[config.mk]
export PLATFORM = sky130hd
export DESIGN_NAME = bitrate_ladder_controller_core
export DESIGN_NICKNAME = d
export VERILOG_FILES = /design/src/rtl/blc_pkg.sv /design/src/rtl/bitrate_ladder_controller_core.sv
export SDC_FILE = /design/constraint.sdc
export NUM_CORES = 1
export LEC_CHECK = 0
export ABC_AREA = 0
export BUFFER_PORTS_ARGS = -buffer_cell sky130_fd_sc_hd__buf_2
export CORE_MARGIN = 10
export CORE_UTILIZATION = 55
export CTS_CLUSTER_DIAMETER = 80
export DETAILED_ROUTE_END_ITERATION = 7
export GPL_TIMING_DRIVEN = 0
export PLACE_DENSITY_LB_ADDON = 0.15
export SLEW_MARGIN = 10
export SYNTH_ARGS = -nofsm -noshare
export SYNTH_HDL_FRONTEND = slang
export SYNTH_SLANG_ARGS = --single-unit
[constraint.sdc]
create_clock -name clk -period 7.6 [get_ports clk]
set_input_delay 1.14 -clock clk [delete_from_list [all_inputs] [get_ports clk]]
set_output_delay 1.14 -clock clk [all_outputs]
set_load 0.01 [all_outputs]
[src/rtl/blc_pkg.sv]
// types, constants and helpers for the bitrate ladder controller
// no dependencies; imported by the core and its checker
package blc_pkg;

    localparam int MAX_RUNGS_DEF        = 8;
    localparam int TICKS_PER_SECOND_DEF = 60;

    // frame budget in microseconds is BUDGET_NUM / fps
    localparam int BUDGET_NUM    = 1000000;
    localparam int DIV_W         = 20;
    localparam int FPS_W         = 8;
    localparam int FPS_MIN       = 24;
    localparam int FPS_MAX       = 144;
    localparam int FPS_RESET     = 60;
    localparam int BUDGET_W      = 16;
    localparam int BUDGET_RESET  = BUDGET_NUM / FPS_RESET;

    localparam int PCT_MIN       = 1;
    localparam int PCT_MAX       = 90;
    localparam int PCT_RESET     = 20;
    localparam int PCT_BASE      = 100;
    localparam int HEALTHY_PCT   = 80;
    localparam int WIN_MIN       = 1;
    localparam int WIN_MAX       = 120;
    localparam int WIN_RESET     = 10;
    localparam int HOLD_MIN      = 1;
    localparam int HOLD_MAX      = 600;
    localparam int HOLD_RESET    = 10;
    localparam int COUNT_RESET   = 7;
    localparam int DROP_LIMIT    = 2;
    localparam int EWMA_SHIFT    = 3;

    localparam logic [63:0] RUNGS_FIRST_RESET  = 64'h36B0_4E20_7530_AFC8;
    localparam logic [63:0] RUNGS_SECOND_RESET = 64'h0000_0FA0_1770_2710;

    localparam int LIM_W    = 24;
    localparam int SCALED_W = 27;
    localparam int AVG_W    = 28;

    // register indexes
    localparam logic [2:0] REG_OVERLOAD_PCT = 3'd0;
    localparam logic [2:0] REG_OVERLOAD_WIN = 3'd1;
    localparam logic [2:0] REG_HOLD_SECONDS = 3'd2;
    localparam logic [2:0] REG_FRAME_RATE   = 3'd3;
    localparam logic [2:0] REG_RUNG_COUNT   = 3'd4;
    localparam logic [2:0] REG_RUNGS_FIRST  = 3'd5;
    localparam logic [2:0] REG_RUNGS_SECOND = 3'd6;

    // step directions
    localparam logic [1:0] DIR_STAY = 2'd0;
    localparam logic [1:0] DIR_DOWN = 2'd1;
    localparam logic [1:0] DIR_UP   = 2'd2;

    // causes
    localparam logic [2:0] CAUSE_UNCONFIGURED  = 3'd0;
    localparam logic [2:0] CAUSE_OVERLOAD_STEP = 3'd1;
    localparam logic [2:0] CAUSE_OVERLOAD_WAIT = 3'd2;
    localparam logic [2:0] CAUSE_DROP_STEP     = 3'd3;
    localparam logic [2:0] CAUSE_DROP_WAIT     = 3'd4;
    localparam logic [2:0] CAUSE_UP_STEP       = 3'd5;
    localparam logic [2:0] CAUSE_HEALTHY_WAIT  = 3'd6;

    typedef struct packed {
        logic [15:0] current_rate;
        logic [19:0] encode_time;
        logic        frame_dropped;
    } tick_t;

    typedef struct packed {
        logic [15:0] new_rate;
        logic [15:0] old_rate;
        logic        rate_changed;
        logic [1:0]  step_direction;
        logic [2:0]  cause_code;
        logic [15:0] counter_shown;
        logic [27:0] smoothed_time;
        logic [2:0]  rung_now;
    } result_t;

    function automatic logic [15:0] clamp16(
        input logic [15:0] v,
        input logic [15:0] lo,
        input logic [15:0] hi
    );
        logic [15:0] r;
        if (v < lo)
            r = lo;
        else if (v > hi)
            r = hi;
        else
            r = v;
        return r;
    endfunction

endpackage

[src/rtl/bitrate_ladder_controller_core.sv]
// bitrate ladder controller: per-frame rung selection with ewma and streak counters
// depends on blc_pkg
//
// usage
//   tick channel (tick_valid / tick_stall / tick_data): one request per video frame
//   result channel (result_valid / result_stall / result_data): one result per request,
//   in order
//   cfg channel (cfg_valid / cfg_ready / cfg_index / cfg_data): register writes,
//   to be given by the user only while no request is in flight; the core does not enforce it
// a request accepted into the input register is decided from there into the result register
// throughput: one request per cycle while no divide runs and the receiver does not
//   stall, set by the single input register and the single result register; the
//   whole decision is one pass of compares, one ewma add and one rung mux
// a frame_rate write starts a serial divide for the frame budget;
//   tick_stall is high and cfg_ready low during it
// reset restores every configuration register to its documented value and clears the
//   rung index, the average and all counters; the budget is preloaded, so no divide runs
// when the receiver stalls, the result register holds, and one more request
//   may sit in the input register before tick_stall rises
module bitrate_ladder_controller_core
    import blc_pkg::*;
#(
    parameter int MAX_RUNGS        = MAX_RUNGS_DEF,
    parameter int TICKS_PER_SECOND = TICKS_PER_SECOND_DEF
) (
    input  logic        clk,
    input  logic        rst_n,

    input  logic        tick_valid,
    output logic        tick_stall,
    input  tick_t       tick_data,

    output logic        result_valid,
    input  logic        result_stall,
    output result_t     result_data,

    input  logic        cfg_valid,
    output logic        cfg_ready,
    input  logic [2:0]  cfg_index,
    input  logic [63:0] cfg_data
);

    localparam int NEEDED_W   = $clog2(HOLD_MAX * TICKS_PER_SECOND + 1);
    localparam int DIV_CNT_W  = $clog2(DIV_W);

    // configuration
    logic [6:0]          pct_reg;
    logic [6:0]          win_reg;
    logic [9:0]          hold_reg;
    logic [3:0]          count_reg;
    logic [63:0]         rungs_first_reg;
    logic [63:0]         rungs_second_reg;
    logic [BUDGET_W-1:0] budget_reg;

    // derived limits
    logic [LIM_W-1:0]    over_lim_reg;
    logic [LIM_W-1:0]    up_lim_reg;
    logic [NEEDED_W-1:0] needed_reg;
    logic [LIM_W-1:0]    over_lim_next;
    logic [LIM_W-1:0]    up_lim_next;
    logic [NEEDED_W-1:0] needed_next;

    // budget divider
    logic                 div_busy_reg;
    logic [DIV_CNT_W-1:0] div_cnt_reg;
    logic [FPS_W-1:0]     div_rem_reg;
    logic [DIV_W-1:0]     div_quo_reg;
    logic [FPS_W-1:0]     div_den_reg;
    logic [FPS_W:0]       div_trial;
    logic                 div_ge;
    logic [FPS_W-1:0]     div_rem_next;
    logic [DIV_W-1:0]     div_quo_next;

    // pipeline
    logic    tick_valid_reg;
    tick_t   tick_reg;
    logic    result_valid_reg;
    result_t result_reg;
    result_t result_next;
    logic    out_free;
    logic    advance;
    logic    tick_accept;
    logic    cfg_write;

    // ladder state
    logic [2:0]       rung_reg;
    logic [AVG_W-1:0] avg_reg;
    logic [7:0]       over_streak_reg;
    logic [7:0]       drop_streak_reg;
    logic [15:0]      healthy_reg;
    logic [2:0]       rung_next;
    logic [AVG_W-1:0] avg_next;
    logic [7:0]       over_streak_next;
    logic [7:0]       drop_streak_next;
    logic [15:0]      healthy_next;

    // step datapath
    logic [3:0]          rungs_used;
    logic [6:0]          win_clamped;
    logic                configured;
    logic                can_down;
    logic [SCALED_W-1:0] scaled;
    logic [AVG_W-1:0]    sample_q8;
    logic [AVG_W:0]      avg_fall;
    logic [7:0]          over_inc;
    logic [7:0]          drop_inc;
    logic [15:0]         healthy_inc;
    logic                changed;
    logic [1:0]          dir;
    logic [2:0]          cause;
    logic [15:0]         shown;
    logic [127:0]        rungs_all;

    assign cfg_write    = cfg_valid && cfg_ready;
    assign cfg_ready    = !div_busy_reg;
    assign out_free     = !result_valid_reg || !result_stall;
    assign advance      = tick_valid_reg && out_free;
    assign tick_stall   = div_busy_reg || (tick_valid_reg && !out_free);
    assign tick_accept  = tick_valid && !tick_stall;
    assign result_valid = result_valid_reg;
    assign result_data  = result_reg;

    // derived limits, refreshed every cycle
    always_comb
    begin
        over_lim_next = LIM_W'(clamp16(16'(pct_reg), 16'(PCT_MIN), 16'(PCT_MAX)) + 16'(PCT_BASE))
                        * LIM_W'(budget_reg);
        up_lim_next   = LIM_W'(HEALTHY_PCT) * LIM_W'(budget_reg);
        needed_next   = NEEDED_W'(clamp16(16'(hold_reg), 16'(HOLD_MIN), 16'(HOLD_MAX)))
                        * NEEDED_W'(TICKS_PER_SECOND);
    end

    // one restoring divide step per cycle
    always_comb
    begin
        div_trial    = {div_rem_reg, div_quo_reg[DIV_W-1]};
        div_ge       = div_trial >= {1'b0, div_den_reg};
        div_rem_next = div_ge ? FPS_W'(div_trial - {1'b0, div_den_reg}) : div_trial[FPS_W-1:0];
        div_quo_next = {div_quo_reg[DIV_W-2:0], div_ge};
    end

    // decision for the request in the input register
    always_comb
    begin
        rungs_used  = (count_reg > 4'(MAX_RUNGS)) ? 4'(MAX_RUNGS) : count_reg;
        win_clamped = 7'(clamp16(16'(win_reg), 16'(WIN_MIN), 16'(WIN_MAX)));
        configured  = (tick_reg.current_rate != 16'd0) && (rungs_used != 4'd0);
        can_down    = ({1'b0, rung_reg} + 4'd1) < rungs_used;
        scaled      = SCALED_W'(tick_reg.encode_time) * SCALED_W'(PCT_BASE);
        sample_q8   = {tick_reg.encode_time, 8'd0};
        avg_fall    = {1'b0, avg_reg} - {1'b0, sample_q8} + (AVG_W+1)'(7);
        over_inc    = (over_streak_reg == 8'hFF) ? over_streak_reg : over_streak_reg + 8'd1;
        drop_inc    = (drop_streak_reg == 8'hFF) ? drop_streak_reg : drop_streak_reg + 8'd1;
        healthy_inc = (healthy_reg == 16'hFFFF) ? healthy_reg : healthy_reg + 16'd1;
        rungs_all   = {rungs_second_reg, rungs_first_reg};

        rung_next        = rung_reg;
        avg_next         = avg_reg;
        over_streak_next = over_streak_reg;
        drop_streak_next = drop_streak_reg;
        healthy_next     = healthy_reg;
        changed          = 1'b0;
        dir              = DIR_STAY;
        cause            = CAUSE_UNCONFIGURED;
        shown            = 16'd0;

        if (configured)
        begin
            if (avg_reg == '0)
                avg_next = sample_q8;
            else if (sample_q8 >= avg_reg)
                avg_next = avg_reg + ((sample_q8 - avg_reg) >> EWMA_SHIFT);
            else
                avg_next = avg_reg - AVG_W'(avg_fall >> EWMA_SHIFT);

            priority if (scaled >= SCALED_W'(over_lim_reg))
            begin
                over_streak_next = over_inc;
                shown            = 16'(over_inc);
                if (over_inc >= {1'b0, win_clamped} && can_down)
                begin
                    rung_next        = rung_reg + 3'd1;
                    changed          = 1'b1;
                    dir              = DIR_DOWN;
                    cause            = CAUSE_OVERLOAD_STEP;
                    over_streak_next = 8'd0;
                end
                else
                begin
                    cause = CAUSE_OVERLOAD_WAIT;
                end
            end
            else if (tick_reg.frame_dropped)
            begin
                drop_streak_next = drop_inc;
                shown            = 16'(drop_inc);
                if (drop_inc >= 8'(DROP_LIMIT) && can_down)
                begin
                    rung_next        = rung_reg + 3'd1;
                    changed          = 1'b1;
                    dir              = DIR_DOWN;
                    cause            = CAUSE_DROP_STEP;
                    drop_streak_next = 8'd0;
                    over_streak_next = 8'd0;
                end
                else
                begin
                    cause = CAUSE_DROP_WAIT;
                end
            end
            else
            begin
                over_streak_next = 8'd0;
                drop_streak_next = 8'd0;
                healthy_next     = healthy_inc;
                shown            = healthy_inc;
                if (rung_reg != 3'd0 && scaled < SCALED_W'(up_lim_reg)
                    && 32'(healthy_inc) >= 32'(needed_reg))
                begin
                    rung_next    = rung_reg - 3'd1;
                    changed      = 1'b1;
                    dir          = DIR_UP;
                    cause        = CAUSE_UP_STEP;
                    healthy_next = 16'd0;
                end
                else
                begin
                    cause = CAUSE_HEALTHY_WAIT;
                end
            end
        end

        result_next.new_rate       = changed ? rungs_all[{rung_next, 4'd0} +: 16]
                                             : tick_reg.current_rate;
        result_next.old_rate       = tick_reg.current_rate;
        result_next.rate_changed   = changed;
        result_next.step_direction = dir;
        result_next.cause_code     = cause;
        result_next.counter_shown  = shown;
        result_next.smoothed_time  = avg_next;
        result_next.rung_now       = rung_next;
    end

    // configuration, derived limits and budget divider
    always_ff @(posedge clk or negedge rst_n)
    begin
        if (!rst_n)
        begin
            pct_reg          <= 7'(PCT_RESET);
            win_reg          <= 7'(WIN_RESET);
            hold_reg         <= 10'(HOLD_RESET);
            count_reg        <= 4'(COUNT_RESET);
            rungs_first_reg  <= RUNGS_FIRST_RESET;
            rungs_second_reg <= RUNGS_SECOND_RESET;
            budget_reg       <= BUDGET_W'(BUDGET_RESET);
            over_lim_reg     <= LIM_W'((PCT_BASE + PCT_RESET) * BUDGET_RESET);
            up_lim_reg       <= LIM_W'(HEALTHY_PCT * BUDGET_RESET);
            needed_reg       <= NEEDED_W'(HOLD_RESET * TICKS_PER_SECOND);
            div_busy_reg     <= 1'b0;
            div_cnt_reg      <= '0;
            div_rem_reg      <= '0;
            div_quo_reg      <= '0;
            div_den_reg      <= '0;
        end
        else
        begin
            over_lim_reg <= over_lim_next;
            up_lim_reg   <= up_lim_next;
            needed_reg   <= needed_next;

            if (cfg_write)
            begin
                unique case (cfg_index)
                    REG_OVERLOAD_PCT: pct_reg <= cfg_data[6:0];
                    REG_OVERLOAD_WIN: win_reg <= cfg_data[6:0];
                    REG_HOLD_SECONDS: hold_reg <= cfg_data[9:0];
                    REG_FRAME_RATE:
                    begin
                        div_den_reg  <= FPS_W'(clamp16(16'(cfg_data[7:0]), 16'(FPS_MIN),
                                                       16'(FPS_MAX)));
                        div_rem_reg  <= '0;
                        div_quo_reg  <= DIV_W'(BUDGET_NUM);
                        div_cnt_reg  <= '0;
                        div_busy_reg <= 1'b1;
                    end
                    REG_RUNG_COUNT:   count_reg <= cfg_data[3:0];
                    REG_RUNGS_FIRST:  rungs_first_reg <= cfg_data;
                    REG_RUNGS_SECOND: rungs_second_reg <= cfg_data;
                    default:
                    begin
                    end
                endcase
            end
            else if (div_busy_reg)
            begin
                div_rem_reg <= div_rem_next;
                div_quo_reg <= div_quo_next;
                div_cnt_reg <= div_cnt_reg + DIV_CNT_W'(1);
                if (div_cnt_reg == DIV_CNT_W'(DIV_W - 1))
                begin
                    div_busy_reg <= 1'b0;
                    budget_reg   <= div_quo_next[BUDGET_W-1:0];
                end
            end
        end
    end

    // pipeline control and ladder state
    always_ff @(posedge clk or negedge rst_n)
    begin
        if (!rst_n)
        begin
            tick_valid_reg   <= 1'b0;
            result_valid_reg <= 1'b0;
            rung_reg         <= '0;
            avg_reg          <= '0;
            over_streak_reg  <= '0;
            drop_streak_reg  <= '0;
            healthy_reg      <= '0;
        end
        else
        begin
            if (tick_accept)
                tick_valid_reg <= 1'b1;
            else if (advance)
                tick_valid_reg <= 1'b0;

            if (advance)
                result_valid_reg <= 1'b1;
            else if (out_free)
                result_valid_reg <= 1'b0;

            if (cfg_write && (cfg_index == REG_RUNG_COUNT || cfg_index == REG_RUNGS_FIRST
                              || cfg_index == REG_RUNGS_SECOND))
            begin
                rung_reg <= '0;
            end
            else if (advance)
            begin
                rung_reg        <= rung_next;
                avg_reg         <= avg_next;
                over_streak_reg <= over_streak_next;
                drop_streak_reg <= drop_streak_next;
                healthy_reg     <= healthy_next;
            end
        end
    end

    // payload registers
    always_ff @(posedge clk)
    begin
        if (tick_accept)
            tick_reg <= tick_data;
        if (advance)
            result_reg <= result_next;
    end

endmodule

== Word-level counts from Yosys, hierarchy flattened ==
Cells that the tools add are included.

* Output and inout port bits: 88
* Word-level logic and storage cells: 196
* Bits in registers: 458
* Input port bits: 109

* Magnitude comparators: 17
* Shift operators: 1
* Muxes and demuxes: 67
* Bitwise gates (word level): 5
* Equal/unequal tests: 12
* Reduce and logical (&&, ||, !) cells: 42
* Multiply operators: 4
* Add/sub/neg operators: 14

{| class="wikitable"
|+ Operator list
! cell !! count
|-
| $mux W8 || 16
|-
| $shiftx A128 B8 Y16 || 1
|-
| $mux W28 || 3
|-
| $mux W16 || 5
|-
| $mux W20 || 3
|-
| $mux W3 || 11
|-
| $add A29 B3 Y29 const B || 1
|-
| $sub A28 B28 Y29 || 1
|-
| $add A28 B25 Y28 || 1
|-
| $ge A28 B28 Y1 || 1
|-
| $logic_not A28 Y1 || 1
|-
| $sub A28 B26 Y28 || 1
|-
| $sub A28 B28 Y28 || 1
|-
| $ge A27 B24 Y1 || 1
|-
| $lt A27 B23 Y1 || 1
|-
| $mul A20 B5 Y25 const B || 1
|-
| $mul A17 B16 Y24 || 1
|-
| $mux W7 || 3
|-
| $mul A3 B16 Y19 const A || 1
|-
| $reduce_and A2 Y1 || 9
|-
| $add A16 B7 Y17 const B || 1
|-
| $add A16 B1 Y16 const B || 1
|-
| $add A8 B1 Y8 const B || 2
|-
| $eq A16 B16 Y1 const B || 1
|-
| 43 further kinds || 94
|}

== Depth between registers and ports, before layout ==
* Word-level depth: 10
* Mapped depth: 32
* Depth with buffers taken out: 31

== Least setup slack after synthesis ==
No wires, ideal clock.

* Path kind: reg2reg
* Start point: register pct_reg[4]
* End point: register over_lim_reg[23]
* Required time: 7.513 ns
* Buffers on the path: 2
* Setup time: 0.087 ns
* Data arrival time: 7.226 ns
* Stages on the path, launching flop included: 30
* Path slack: 0.287 ns
* Clock period less this slack: 7.313 ns
* Cells stage by stage: dfstp_2 -> nand2_1 -> nor2_1 -> o21ai_0 -> nand2_1 -> clkbuf_1 -> inv_1 -> ha_1 -> xnor2_1 -> clkbuf_1 -> and2_1 -> fa_1 -> inv_1 -> fa_1 -> inv_1 -> fa_1 -> ha_1 -> fa_1 -> inv_1 -> fa_1 -> inv_1 -> ha_1 -> a21oi_1 -> o21ai_0 -> a211oi_1 -> nor2_1 -> o41a_1 -> a311o_1 -> a2111o_1 -> o211ai_1

* Longest elaborated chain between the ends: 5
* Elaborated cells on any way between the ends: 6
* Those cells by class: add/sub: 1; mul: 1; order compare: 2; mux: 2

{| class="wikitable"
|+ Ends and longest elaborated chain
! what !! RTL line !! RTL
|-
| start, declared || bitrate_ladder_controller_core.sv:47 || <nowiki>logic [6:0] pct_reg;</nowiki>
|-
| start signal, assigned || bitrate_ladder_controller_core.sv:249 || <nowiki>pct_reg <= 7'(PCT_RESET);</nowiki>
|-
| start signal, assigned || bitrate_ladder_controller_core.sv:274 || <nowiki>REG_OVERLOAD_PCT: pct_reg <= cfg_data[6:0];</nowiki>
|-
| $gt A7 B7 Y1 || blc_pkg.sv:88 || <nowiki>else if (v > hi)</nowiki>
|-
| $mux W7 || blc_pkg.sv:88 ||
|-
| $mux W16 * || blc_pkg.sv:86 || <nowiki>if (v < lo)</nowiki>
|-
| $add A16 B7 Y17 * || bitrate_ladder_controller_core.sv:126 || <nowiki>over_lim_next = LIM_W'(clamp16(16'(pct_reg), 16'(PCT_MIN), 16'(PCT_MAX)) + 16'(PCT_BASE))</nowiki>
|-
| $mul A17 B16 Y24 * || bitrate_ladder_controller_core.sv:127 || <nowiki>* LIM_W'(budget_reg);</nowiki>
|-
| named net over_lim_next[23] || bitrate_ladder_controller_core.sv:59 || <nowiki>logic [LIM_W-1:0] over_lim_next;</nowiki>
|-
| end signal, assigned || bitrate_ladder_controller_core.sv:256 || <nowiki>over_lim_reg <= LIM_W'((PCT_BASE + PCT_RESET) * BUDGET_RESET);</nowiki>
|-
| end signal, assigned || bitrate_ladder_controller_core.sv:267 || <nowiki>over_lim_reg <= over_lim_next;</nowiki>
|-
| end, declared || bitrate_ladder_controller_core.sv:56 || <nowiki>logic [LIM_W-1:0] over_lim_reg;</nowiki>
|}

The timed path passes the listed nets; every way through them passes the cells marked *.
A chain may end at the register's enable or synchronous reset.

==> results.yml <==
cts:
  cts_max_level: 2
  tritoncts: "built"
  clkLatencyLatePin_ns: 0.64
  clock_path_buffers: 3
  cts_made_buffers: 53
  root_buffer: "clkbuf_16"
  clk_pin_slew_worst_paths_ns: 0.06
  cts.sinks: 458
synth:
  async_flop_share_pct: 73.4
  yosys-top-cells-area: "dfrtp_1, ha_1, edfxtp_1, fa_1, dfstp_2"
  ys_seq_area_share_pct: 34.9
  synth_most_common_cell: "inv_1"
  syn_avg_cell_area_um2: 9.91
  synth_edf_count: 122
  ys_top_cells_by_count: "inv_1, ha_1, nand2_1"
  synth_ff_type: "dfrtp_1"
  netlist_area_um2: 34900
  netlist_instances: 3517
  yosys_warnings: 0
  synth_top_area_share_pct: 18.5
  synth_top_area_cell: "dfrtp_1"
  synth_nets: 4130
  synth.distinct_cells: 94
  synth_seq_cells: 458
critical_path:
  cp_slowest_cell: "edfxtp_1"
  crit_path_end_kind: "flop"
  slowest_delay_ns: 0.54
  path_class: "flop to flop"
  path_common_cell: "ha_1"
  cp_max_fo: 6
  start_kind: "flop"
  required_ns: 7.99
  arrival_ns: 7.78
detailed_routing:
  routed-via-count: 27400
  antenna_left: 0
  dr.pass1.iters: 5
  drt_iter0_markers: 1793
  wl_per_cell_um: 19.8
  via_per_inst: 5.83
  routed_wirelength_mm: 93.0
  drc: 0
timing:
  period_share_pct: 97.3
  tightest_slew_ns: 1.18
  finClkSkew_ns: 0.0527
  final.setup.tns_ns: 0
  timing.final.max_slew_violations: 0
  hold_viol_final: 0
  fmax_mhz: 135
  setup_slack_ns: 0.203
  slew_headroom_pct: 20.9
  finalSetupViolCount: 0
  post-route-min-period_ns: 7.40
placed_design:
  postPlaceCellArea_um2: 37100
  dpl.cell_count: 4562
  dp_hpwl_mm: 71.1
  io_buffers: 194
  gp_congestion: 0.897
  dp_worst_setup_slack_ns: -1.17
finish:
  fin_nets: 4417
  syn_to_final_growth_pct: 13.3
  largest_reg_flops: 85
  finalNonFillerCells: 4695
  antenna_cells: 0
  drive_gt1_share_pct: 17.8
  design_area_um2: 39500
global_route:
  grt_start_max_net_pins: 108
  first_global_vias: 27200
  grt_first_pass_wirelength_mm: 149
  grt_use_total_pct: 24.9
  antenna_found_initial: 4
  grt.overflow.total: 0
floorplan:
  ioPinCount: 197
  die_w_um: 272
  dieArea_um2: 73900
  die_y_um: 272
  start_util_pct: 55.4
  core_um2: 63000
  std_cell_rows: 92
flow_run:
  maxCapViolations: 0
outcome:
  outcome: "finished, final reports clean"
worst_hold_path:
  min_path_type: "input port to async pin"
metrics by stage:
step / hold slack [ns] / utilization, %
6_report: 0.426 / 62.7
2_1_floorplan: 0.396 / -
4_1_cts: 0.420 / 62.3
3_3_place_gp: 0.457 / 58.6
5_1_grt: 0.444 / 62.7
3_5_place_dp: 0.462 / 58.8
placed cells by master (no fill, tap or decap), types with 17 or more instances in the layout:
cell type | netlist | layout
a31oi_1 | 21 | 21
a211oi_1 | 23 | 20
nor2b_1 | 24 | 23
ha_1 | 387 | 383
xor2_1 | 48 | 47
or3_1 | 18 | 17
o21bai_1 | 29 | 29
a211o_1 | 38 | 38
and2_1 | 86 | 85
nand4_1 | 28 | 28
o2111a_1 | 17 | 17
buf_4 | 0 | 36
nand3_1 | 62 | 61
clkbuf_1 | 105 | 108
o31ai_1 | 34 | 33
o21a_1 | 23 | 23
dfstp_2 | 78 | 78
nor3_1 | 64 | 63
clkbuf_16 | 0 | 54
inv_1 | 394 | 393
xnor2_1 | 115 | 113
mux2_2 | 176 | 176
buf_2 | 5 | 195
edfxtp_1 | 122 | 122
fa_1 | 117 | 117
a21o_1 | 69 | 69
o21ai_0 | 183 | 178
nand2b_1 | 41 | 40
nand2_1 | 314 | 311
a21oi_1 | 168 | 164
dfrtp_1 | 258 | 258
nor4_1 | 29 | 26
a21boi_0 | 34 | 34
and3_1 | 28 | 28
nor2_1 | 155 | 151
worst paths after layout:
kind / from / end / slack [ns] / cells past startpoint
max in group asynchronous: rst_n / avg_reg[24] / 5.37 / 4
min in group clk: budget_reg[1] / up_lim_reg[5] / 0.47 / 0
setup reg to reg: sample_q8[19] / result_data[75] / 0.20 / 29
setup / recovery: sample_q8[19] / result_data[75] / 0.20 / 29
hold / removal: rst_n / div_quo_reg[3] / 0.43 / 1
hold reg to reg: budget_reg[1] / up_lim_reg[5] / 0.47 / 0
per-layer routing:
metal | GRT usage, % | share of wire, %
met5 | 0 | 0.0075
met3 | 3.44 | 6.5
met2 | 41.7 | 48
met1 | 32.5 | 42
met4 | 8.93 | 3.7
worst max-delay path: cells and delay by family (launching register included):
| family | cells | cell delay, ns |
|---|---|---|
| adders and majority gates | 5 | 1.79 |
| DFF | 1 | 0.54 |
| AOI/OAI and AO/OA | 9 | 1.82 |
| buffers and inverters | 6 | 0.82 |
| and+or+nand+nor | 6 | 1.37 |
| xor gates and xnor gates | 2 | 0.34 |
| muxes | 1 | 0.49 |
cell type report:
cell class / count / area (um2)
clock inverters: 17 / 231
repair buffers: 235 / 1420
multi-input cells: 2546 / 21100
plain buffers: 116 / 499
fillers: 5348 / 23500
inverters: 394 / 1480
well taps: 846 / 1060
flip-flops and latches: 458 / 12200
clock buffers: 83 / 1570
timing repair:
| action | CTS | global route |
|---|---|---|
| buffers inserted | 25 | 10 |
| hold buffers | 0 | 0 |
| endpoints found under the setup margin | 34 | 31 |
| endpoints found under the hold margin | 0 | 0 |
| pin swaps | 11 | 18 |
| gates resized for setup | 38 | 55 |
| cloned | 1 | 0 |
kinds of logic after synthesis:
group,after synthesis,share of synthesized area (%)
and+or+nand+nor,914,13.0
DFF,458,34.9
adders and majority gates,504,20.6
xor gates and xnor gates,164,4.17
AOI/OAI and AO/OA,759,14.6
buffers and inverters,513,5.59
muxes,205,7.09
Power is left out: the tool's default activity adds up to more than one toggle a clock period on the data nets, which glitch-free logic cannot reach.
